$ cat src/sv/firlp_pkg.sv
package firlp_pkg;

    // Default build of the filter.
    localparam int TAP_COUNT_DEF   = 29;
    localparam int SAMPLE_BITS_DEF = 18;

    // Fixed widths of the beat fields.
    localparam int IN_SAMPLE_W = 18;
    localparam int OUT_W       = 20;

    // Coefficients are Q1.15; the tap index is wide enough for the largest filter.
    localparam int COEF_W     = 16;
    localparam int COEF_COUNT = 29;
    localparam int COEF_IDX_W = 6;
    localparam int FRAC_BITS  = 15;

    localparam logic signed [COEF_W-1:0] LP_COEF [COEF_COUNT] = '{
        -16'sd51,   -16'sd72,   -16'sd108,  -16'sd145,  -16'sd156,
        -16'sd99,    16'sd72,    16'sd389,   16'sd864,   16'sd1474,
         16'sd2161,  16'sd2843,  16'sd3423,  16'sd3813,  16'sd3950,
         16'sd3813,  16'sd3423,  16'sd2843,  16'sd2161,  16'sd1474,
         16'sd864,   16'sd389,   16'sd72,   -16'sd99,   -16'sd156,
        -16'sd145,  -16'sd108,  -16'sd72,   -16'sd51
    };

    typedef struct packed {
        logic                   channel;
        logic [IN_SAMPLE_W-1:0] sample;
    } t_in_beat;

    typedef struct packed {
        logic                    result_channel;
        logic signed [OUT_W-1:0] filtered;
    } t_out_beat;

    // Taps past the end of the table have a zero coefficient.
    function automatic logic signed [COEF_W-1:0] coef_at(input logic [COEF_IDX_W-1:0] idx);
        logic signed [COEF_W-1:0] c;
        c = '0;
        if (idx < COEF_IDX_W'(COEF_COUNT)) begin
            c = LP_COEF[idx[4:0]];
        end
        return c;
    endfunction

endpackage

$ cat src/sv/fir_lowpass_29tap_dual_top.sv
// Channel  Direction  Payload                        Handshake
// in       input      firlp_pkg::t_in_beat           i_in_valid / o_in_stall
// out      output     firlp_pkg::t_out_beat          o_out_valid / i_out_stall
//
// Each input beat runs through the whole tap sweep, the flush and the finishing state
// before the next one can be accepted; a single shared multiplier works through one tap per cycle.
// The selected delay line rotates past the multiplier one word per cycle, so the
// coefficient step count sets the throughput.
// The result beat is written from the finishing state into an output
// register, so a stall on the output side only blocks the block when a second result
// is ready to be written.
// Reset is synchronous and active low; it clears both delay lines to zero.
module fir_lowpass_29tap_dual_top #(
    parameter int TAP_COUNT   = firlp_pkg::TAP_COUNT_DEF,
    parameter int SAMPLE_BITS = firlp_pkg::SAMPLE_BITS_DEF
) (
    input  logic                 i_clk,
    input  logic                 i_rst_n,
    input  logic                 i_in_valid,
    output logic                 o_in_stall,
    input  firlp_pkg::t_in_beat  i_in_data,
    output logic                 o_out_valid,
    input  logic                 i_out_stall,
    output firlp_pkg::t_out_beat o_out_data
);

    // Depth of each channel's delay line; the newest sample is tap zero.
    localparam int DEPTH  = TAP_COUNT - 1;
    localparam int IDX_W  = $clog2(TAP_COUNT);
    localparam int CI_W   = firlp_pkg::COEF_IDX_W;
    localparam int COEF_W = firlp_pkg::COEF_W;
    localparam int OUT_W  = firlp_pkg::OUT_W;
    localparam int FRAC   = firlp_pkg::FRAC_BITS;
    // The unsigned sample gains a sign bit before it meets the signed coefficient.
    localparam int PROD_W = SAMPLE_BITS + 1 + COEF_W;
    localparam int ACC_W  = PROD_W + $clog2(TAP_COUNT);
    // The rounding path is wide enough for both the accumulator and the saturation limits.
    localparam int RND_W  = (ACC_W + 1 > OUT_W + FRAC + 1) ? ACC_W + 1 : OUT_W + FRAC + 1;

    localparam logic [IDX_W-1:0] LAST_IDX = IDX_W'(TAP_COUNT - 1);

    localparam logic signed [RND_W-1:0] RND_HALF = RND_W'(1 << (FRAC - 1));
    localparam logic signed [RND_W-1:0] SAT_MAX  = RND_W'((1 << (OUT_W - 1)) - 1);
    localparam logic signed [RND_W-1:0] SAT_MIN  = -RND_W'(1 << (OUT_W - 1));

    // Sequencer states.
    localparam logic [1:0] S_IDLE  = 2'd0;
    localparam logic [1:0] S_MAC   = 2'd1;
    localparam logic [1:0] S_FLUSH = 2'd2;
    localparam logic [1:0] S_DONE  = 2'd3;

    logic [1:0]             r_state, n_state;
    logic [IDX_W-1:0]       r_idx, n_idx;
    logic                   r_ch;
    logic [SAMPLE_BITS-1:0] r_x;

    logic [SAMPLE_BITS-1:0] r_hist_ir [DEPTH];
    logic [SAMPLE_BITS-1:0] r_hist_rd [DEPTH];

    logic signed [PROD_W-1:0] r_prod;
    logic signed [ACC_W-1:0]  r_acc;

    logic                 r_out_vld;
    firlp_pkg::t_out_beat r_out;

    logic                     w_in_acc;
    logic                     w_out_free;
    logic [SAMPLE_BITS-1:0]   w_head;
    logic [SAMPLE_BITS-1:0]   w_opnd;
    logic [SAMPLE_BITS-1:0]   w_feed;
    logic signed [COEF_W-1:0] w_coef;
    logic signed [PROD_W-1:0] w_prod;
    logic signed [RND_W-1:0]  w_rnd;
    logic signed [RND_W-1:0]  w_q;
    logic signed [OUT_W-1:0]  w_filt;

    assign o_in_stall  = (r_state != S_IDLE);
    assign w_in_acc    = i_in_valid && !o_in_stall;
    assign o_out_valid = r_out_vld;
    assign o_out_data  = r_out;
    assign w_out_free  = !r_out_vld || !i_out_stall;

    // The far end of the active line is the word that passes the multiplier.
    assign w_head = r_ch ? r_hist_rd[DEPTH-1] : r_hist_ir[DEPTH-1];

    // The count runs from the oldest tap down to zero. On the first step the new sample
    // enters the line and the oldest word falls off; after that the line rotates, so it
    // is back in order when the count reaches zero. Tap zero is the held sample.
    assign w_opnd = (r_idx == '0) ? r_x : w_head;
    assign w_feed = (r_idx == LAST_IDX) ? r_x : w_head;
    assign w_coef = firlp_pkg::coef_at(CI_W'(r_idx));
    assign w_prod = $signed({1'b0, w_opnd}) * w_coef;

    // Round half up, then clamp to the signed output range.
    assign w_rnd = RND_W'(r_acc) + RND_HALF;
    assign w_q   = w_rnd >>> FRAC;

    always_comb begin
        if (w_q > SAT_MAX) begin
            w_filt = OUT_W'(SAT_MAX);
        end else if (w_q < SAT_MIN) begin
            w_filt = OUT_W'(SAT_MIN);
        end else begin
            w_filt = OUT_W'(w_q);
        end
    end

    always_comb begin
        n_state = r_state;
        n_idx   = r_idx;
        unique case (r_state)
            S_IDLE: begin
                if (w_in_acc) begin
                    n_state = S_MAC;
                    n_idx   = LAST_IDX;
                end
            end
            S_MAC: begin
                if (r_idx == '0) begin
                    n_state = S_FLUSH;
                end else begin
                    n_idx = r_idx - 1'b1;
                end
            end
            S_FLUSH: begin
                n_state = S_DONE;
            end
            S_DONE: begin
                if (w_out_free) begin
                    n_state = S_IDLE;
                end
            end
            default: begin
                n_state = S_IDLE;
            end
        endcase
    end

    always_ff @(posedge i_clk) begin
        if (!i_rst_n) begin
            r_state <= S_IDLE;
            r_idx   <= '0;
        end else begin
            r_state <= n_state;
            r_idx   <= n_idx;
        end
    end

    // Input hold register.
    always_ff @(posedge i_clk) begin
        if (w_in_acc) begin
            r_x  <= SAMPLE_BITS'(i_in_data.sample);
            r_ch <= i_in_data.channel;
        end
    end

    // Delay lines: only the selected channel moves, one word per step.
    always_ff @(posedge i_clk) begin
        if (!i_rst_n) begin
            for (int i = 0; i < DEPTH; i++) begin
                r_hist_ir[i] <= '0;
                r_hist_rd[i] <= '0;
            end
        end else if (r_state == S_MAC) begin
            if (r_ch) begin
                r_hist_rd[0] <= w_feed;
                for (int i = 1; i < DEPTH; i++) begin
                    r_hist_rd[i] <= r_hist_rd[i-1];
                end
            end else begin
                r_hist_ir[0] <= w_feed;
                for (int i = 1; i < DEPTH; i++) begin
                    r_hist_ir[i] <= r_hist_ir[i-1];
                end
            end
        end
    end

    // Multiply, then accumulate the registered product in the next cycle. The product register starts at zero so
    // the first accumulate step adds nothing.
    always_ff @(posedge i_clk) begin
        if (w_in_acc) begin
            r_prod <= '0;
            r_acc  <= '0;
        end else begin
            if (r_state == S_MAC) begin
                r_prod <= w_prod;
            end
            if (r_state == S_MAC || r_state == S_FLUSH) begin
                r_acc <= r_acc + ACC_W'(r_prod);
            end
        end
    end

    // Output register.
    always_ff @(posedge i_clk) begin
        if (!i_rst_n) begin
            r_out_vld <= 1'b0;
        end else if (r_state == S_DONE && w_out_free) begin
            r_out_vld <= 1'b1;
        end else if (!i_out_stall) begin
            r_out_vld <= 1'b0;
        end
    end

    always_ff @(posedge i_clk) begin
        if (r_state == S_DONE && w_out_free) begin
            r_out.result_channel <= r_ch;
            r_out.filtered       <= w_filt;
        end
    end

    // An accepted beat always starts the tap sweep at the oldest tap.
    a_start: assert property (@(posedge i_clk) disable iff (!i_rst_n)
        w_in_acc |=> (r_state == S_MAC) && (r_idx == LAST_IDX))
        else $error("tap sweep did not start at the oldest tap");

    // A new result only ever comes from the finishing state.
    a_result_src: assert property (@(posedge i_clk) disable iff (!i_rst_n)
        $rose(o_out_valid) |-> ($past(r_state) == S_DONE))
        else $error("result appeared without a finished sweep");

    // The finishing state never writes over a result that is still stalled.
    a_no_overwrite: assert property (@(posedge i_clk) disable iff (!i_rst_n)
        (r_state == S_DONE && r_out_vld && i_out_stall) |=> (r_state == S_DONE))
        else $error("finished sweep left while the output was stalled");

    // The tap count stays inside the filter length.
    a_idx_range: assert property (@(posedge i_clk) disable iff (!i_rst_n)
        (r_state == S_MAC) |-> (r_idx <= LAST_IDX))
        else $error("tap index beyond the filter length");

endmodule
$ cat config.mk
export PLATFORM = sky130hd
export DESIGN_NAME = fir_lowpass_29tap_dual_top
export DESIGN_NICKNAME = d
export VERILOG_FILES = /design/src/sv/firlp_pkg.sv /design/src/sv/fir_lowpass_29tap_dual_top.sv
export SDC_FILE = /design/constraint.sdc
export NUM_CORES = 2
export LEC_CHECK = 0
export ABC_AREA = 1
export BUFFER_PORTS_ARGS = -buffer_cell sky130_fd_sc_hd__buf_2
export CAP_MARGIN = 10
export CELL_PAD_IN_SITES_DETAIL_PLACEMENT = 2
export CELL_PAD_IN_SITES_GLOBAL_PLACEMENT = 2
export CORE_AREA = 2 2 372 448
export DETAILED_ROUTE_END_ITERATION = 8
export DIE_AREA = 0 0 374 450
export GPL_ROUTABILITY_DRIVEN = 0
export MAX_ROUTING_LAYER = met4
export PLACE_DENSITY = 0.73
export SLEW_MARGIN = 20
export SYNTH_ARGS = -nofsm -noshare
export SYNTH_HDL_FRONTEND = slang
export SYNTH_SLANG_ARGS = --single-unit
export TNS_END_PERCENT = 50
$ cat constraint.sdc
create_clock -name i_clk -period 67.1 [get_ports i_clk]
set_input_delay 13.42 -clock i_clk [delete_from_list [all_inputs] [get_ports i_clk]]
set_output_delay 13.42 -clock i_clk [all_outputs]
set_load 0.02 [all_outputs]
==> results.sh <==
export IMPL_reg2reg_depth=29
export IMPL_insertion_delay_ns=0.78
export IMPL_antenna_found_initial=2
export IMPL_fmax_ghz=0.06195
export IMPL_cts_path_max_buffers=3
export IMPL_worstPathArrival_ns=16.52
export IMPL_pre_cts_slack_ns=50.17
export IMPL_cts_sinks=1131
export IMPL_maxCapViolCount=0
export IMPL_die_x_um=374
export IMPL_rr_startpoint="r_idx[1]"
export IMPL_numCtsBuffers=117
export IMPL_relSlewSlack=0.2001
export IMPL_areaGrowthSynthToFinish_pct=11.19
export IMPL_dr_pass1_iters=5
export IMPL_h_tree_depth=3
export IMPL_nets=6231
export IMPL_wl_per_cell_um=19.72
export IMPL_rsz0062_at_grt="no"
export IMPL_final_area_um2=63470
export IMPL_critPathMaxFanout=81
export IMPL_vias=37290
export IMPL_fin_crit_sh=0.2406
export IMPL_grt_first_pass_wirelength_um=250500
export IMPL_cts_setup_buffers=0
export IMPL_avgSynthCellArea_um2=9.882
export IMPL_io_pins=46
export IMPL_fillCellCount=17670
export IMPL_dp_hpwl_um=109000
export IMPL_async_flop_share=0
export IMPL_grt_max_degree=187
export IMPL_drive_gt1_frac=0.04925
export IMPL_ant_nets=0
export IMPL_cts_hold_fix_buffers=0
export IMPL_rrSetupSlack_ns=58.19
export IMPL_worst_hold_slack_ns=0.4959
export IMPL_core_um2=163800
export IMPL_cp_required_ns=67.47
export IMPL_whs_path_depth=2
export IMPL_min_to="r_hist_rd[1][201]"
export IMPL_synth_seq_cells=1131
export IMPL_postPlaceCellArea_um2=59650
export IMPL_post_route_worst_setup_slack_ns=50.96
export IMPL_timing_critical_path_to_type="register"
export IMPL_initial_core_util=0.3485
export IMPL_post_route_drc_count=0
export IMPL_hold_start="r_hist_rd[1][183]"
export IMPL_skew_ns=0.1014
export IMPL_yosysUniqueCellTypes=49
export IMPL_hold_viol=0
export IMPL_clk_pin_slew_ns=0.06
export IMPL_syn_nets=6200
export IMPL_syn_area_um2=57080
export IMPL_synth_edf_count=1048
export IMPL_drt_total_wl_um=158800
export IMPL_hp_class="reg2reg"
export IMPL_path_class="in2reg"
export IMPL_grt_usage=0.1973
export IMPL_die_h_um=450
export IMPL_tightest_slew_ns=1.200
export IMPL_root_buffer="clkbuf_16"
export IMPL_grt_pass1_vias=42710
export IMPL_rows=163
export IMPL_avgViaCountPerCell=4.629
export IMPL_setup_tns_ns=0
export IMPL_ys_seq_area_frac=0.5804
export IMPL_cts_tree="built"
export IMPL_finalCriticalPeriod_ns=16.14
export IMPL_setup_viol=0
export IMPL_status="complete, no violations"
export IMPL_cts_resized=0
export IMPL_cp_start_kind="input port"
export IMPL_synthCells=5776
export IMPL_io_buffers=45
export IMPL_ys_warn_count=0
export IMPL_maxSlewViolCount=0
export IMPL_yosys_most_used_dff="edfxtp_1"
export IMPL_grt_ovfl_total=0
export IMPL_drtIter0Drc=2284
export IMPL_die_area_um2=168300
export IMPL_r2r_end="r_prod[25]"
cells by family (layout without fill, tap and decap cells):
| group | after synthesis | count (layout) | synth area share |
|---|---|---|---|
| XOR/XNOR | 56 | 56 | 0.008593 |
| buffers and inverters | 1708 | 1841 | 0.1136 |
| AO/OA/AOI/OAI | 319 | 319 | 0.03062 |
| multiplexers | 18 | 18 | 0.003156 |
| flip-flops | 1131 | 1131 | 0.5804 |
| AND/OR/NAND/NOR | 2143 | 2143 | 0.1465 |
| other | 0 | 1 | 0 |
| adder cells (fa/ha/maj) | 401 | 401 | 0.1171 |
how the worst max path moves through the flow:
| stage | from | endpoint | cells after the start |
|---|---|---|---|
| 6_report | i_rst_n | r_hist_ir[1][26] | 5 |
| 5_1_grt | i_rst_n | r_hist_ir[1][26] | 5 |
| 4_1_cts | i_rst_n | r_hist_ir[0][224] | 5 |
| 3_5_place_dp | i_rst_n | r_hist_ir[0][210] | 5 |
| 3_3_place_gp | i_rst_n | r_hist_ir[0][188] | 5 |
| 2_1_floorplan | r_state[1] | r_hist_rd[0][0] | 5 |
Yosys cell counts (48+ instances only):
cell      number  area [um2]
dfxtp_1       83        1662
clkbuf_1     135       506.7
fa_1         222        4444
xor2_1        48       420.4
a21oi_1      123       615.6
inv_1       1524        5720
nand2_1      962        3611
ha_1         179        2240
edfxtp_1    1048       31470
o21ai_0      131       655.6
nor2_1      1014        3806
nand3_1      103       515.5
worst max-delay path, stage by stage:
cell and delay, ns:
buf_8 0.18, o21ai_4 0.12, buf_4 0.77, buf_4 0.88
buf_4 0.92
per-layer routing:
| metal | global-route usage | vias up | wire length, um | part of all wire |
|---|---|---|---|---|
| met2 | 0.3501 | 452 | 83140 | 0.52 |
| met3 | 0.01843 | 207 | 4358 | 0.027 |
| met5 | - | - | 0 | 0 |
| li1 | - | 17630 | - | - |
| met4 | 0.05643 | 0 | 4290 | 0.027 |
| met1 | 0.2384 | 19000 | 67040 | 0.42 |
flip-flops by register name, summed over array words and instances, names as in the netlist:
| name | cells |
|---|---|
| r_ch | 1 |
| r_state | 2 |
| r_idx | 5 |
| r_x | 18 |
| r_prod | 35 |
| o_out_data | 21 |
| o_out_valid | 1 |
| r_hist_ir | 504 |
| r_acc | 40 |
| r_hist_rd | 504 |
cell type report:
class	count	area (um2)	area share
inverter	1539	5777	0.09102
multi-input combinational	2937	17520	0.2761
clock inverter	77	759.5	0.01197
timing repair buffer	81	559.3	0.008812
tap	2145	2684	0.04229
antenna	1	2.502	0.00003943
sequential	1131	33130	0.5220
clock buffer	144	3029	0.04773
metrics by stage:
| step | utilization | std cells |
|---|---|---|
| floorplan | - | 5776 |
| global placement | 0.3642 | 7832 |
| detailed placement | 0.3642 | 7832 |
| CTS | 0.3873 | 8053 |
| global route | 0.3875 | 8055 |
| finish | 0.3875 | 8055 |
layout by cell type (no fill, tap or decap), types with 4 or more instances in the layout:
cell type	n
mux2i_1	18
ha_1	178
clkinv_16	5
nand4_1	21
o21a_1	6
fa_1	222
nand2_2	4
xor2_1	48
buf_4	31
a21oi_1	123
clkbuf_16	117
nand2_1	962
clkinv_1	32
dfxtp_1	83
o211ai_1	6
clkinv_2	22
edfxtp_1	1048
a31oi_1	7
o221ai_1	4
buf_12	4
xnor2_1	8
nand3_1	101
nor2_1	1012
o21ai_1	9
bufinv_16	10
clkbuf_1	27
o21ai_2	9
inv_1	1524
clkinvlp_4	5
buf_2	44
nor3_1	18
o21ai_0	128
inv_2	14
a21o_1	4
o21bai_1	10
Power is left out: the tool's default activity adds up to more than one toggle a clock period on the data nets, which glitch-free logic cannot reach.
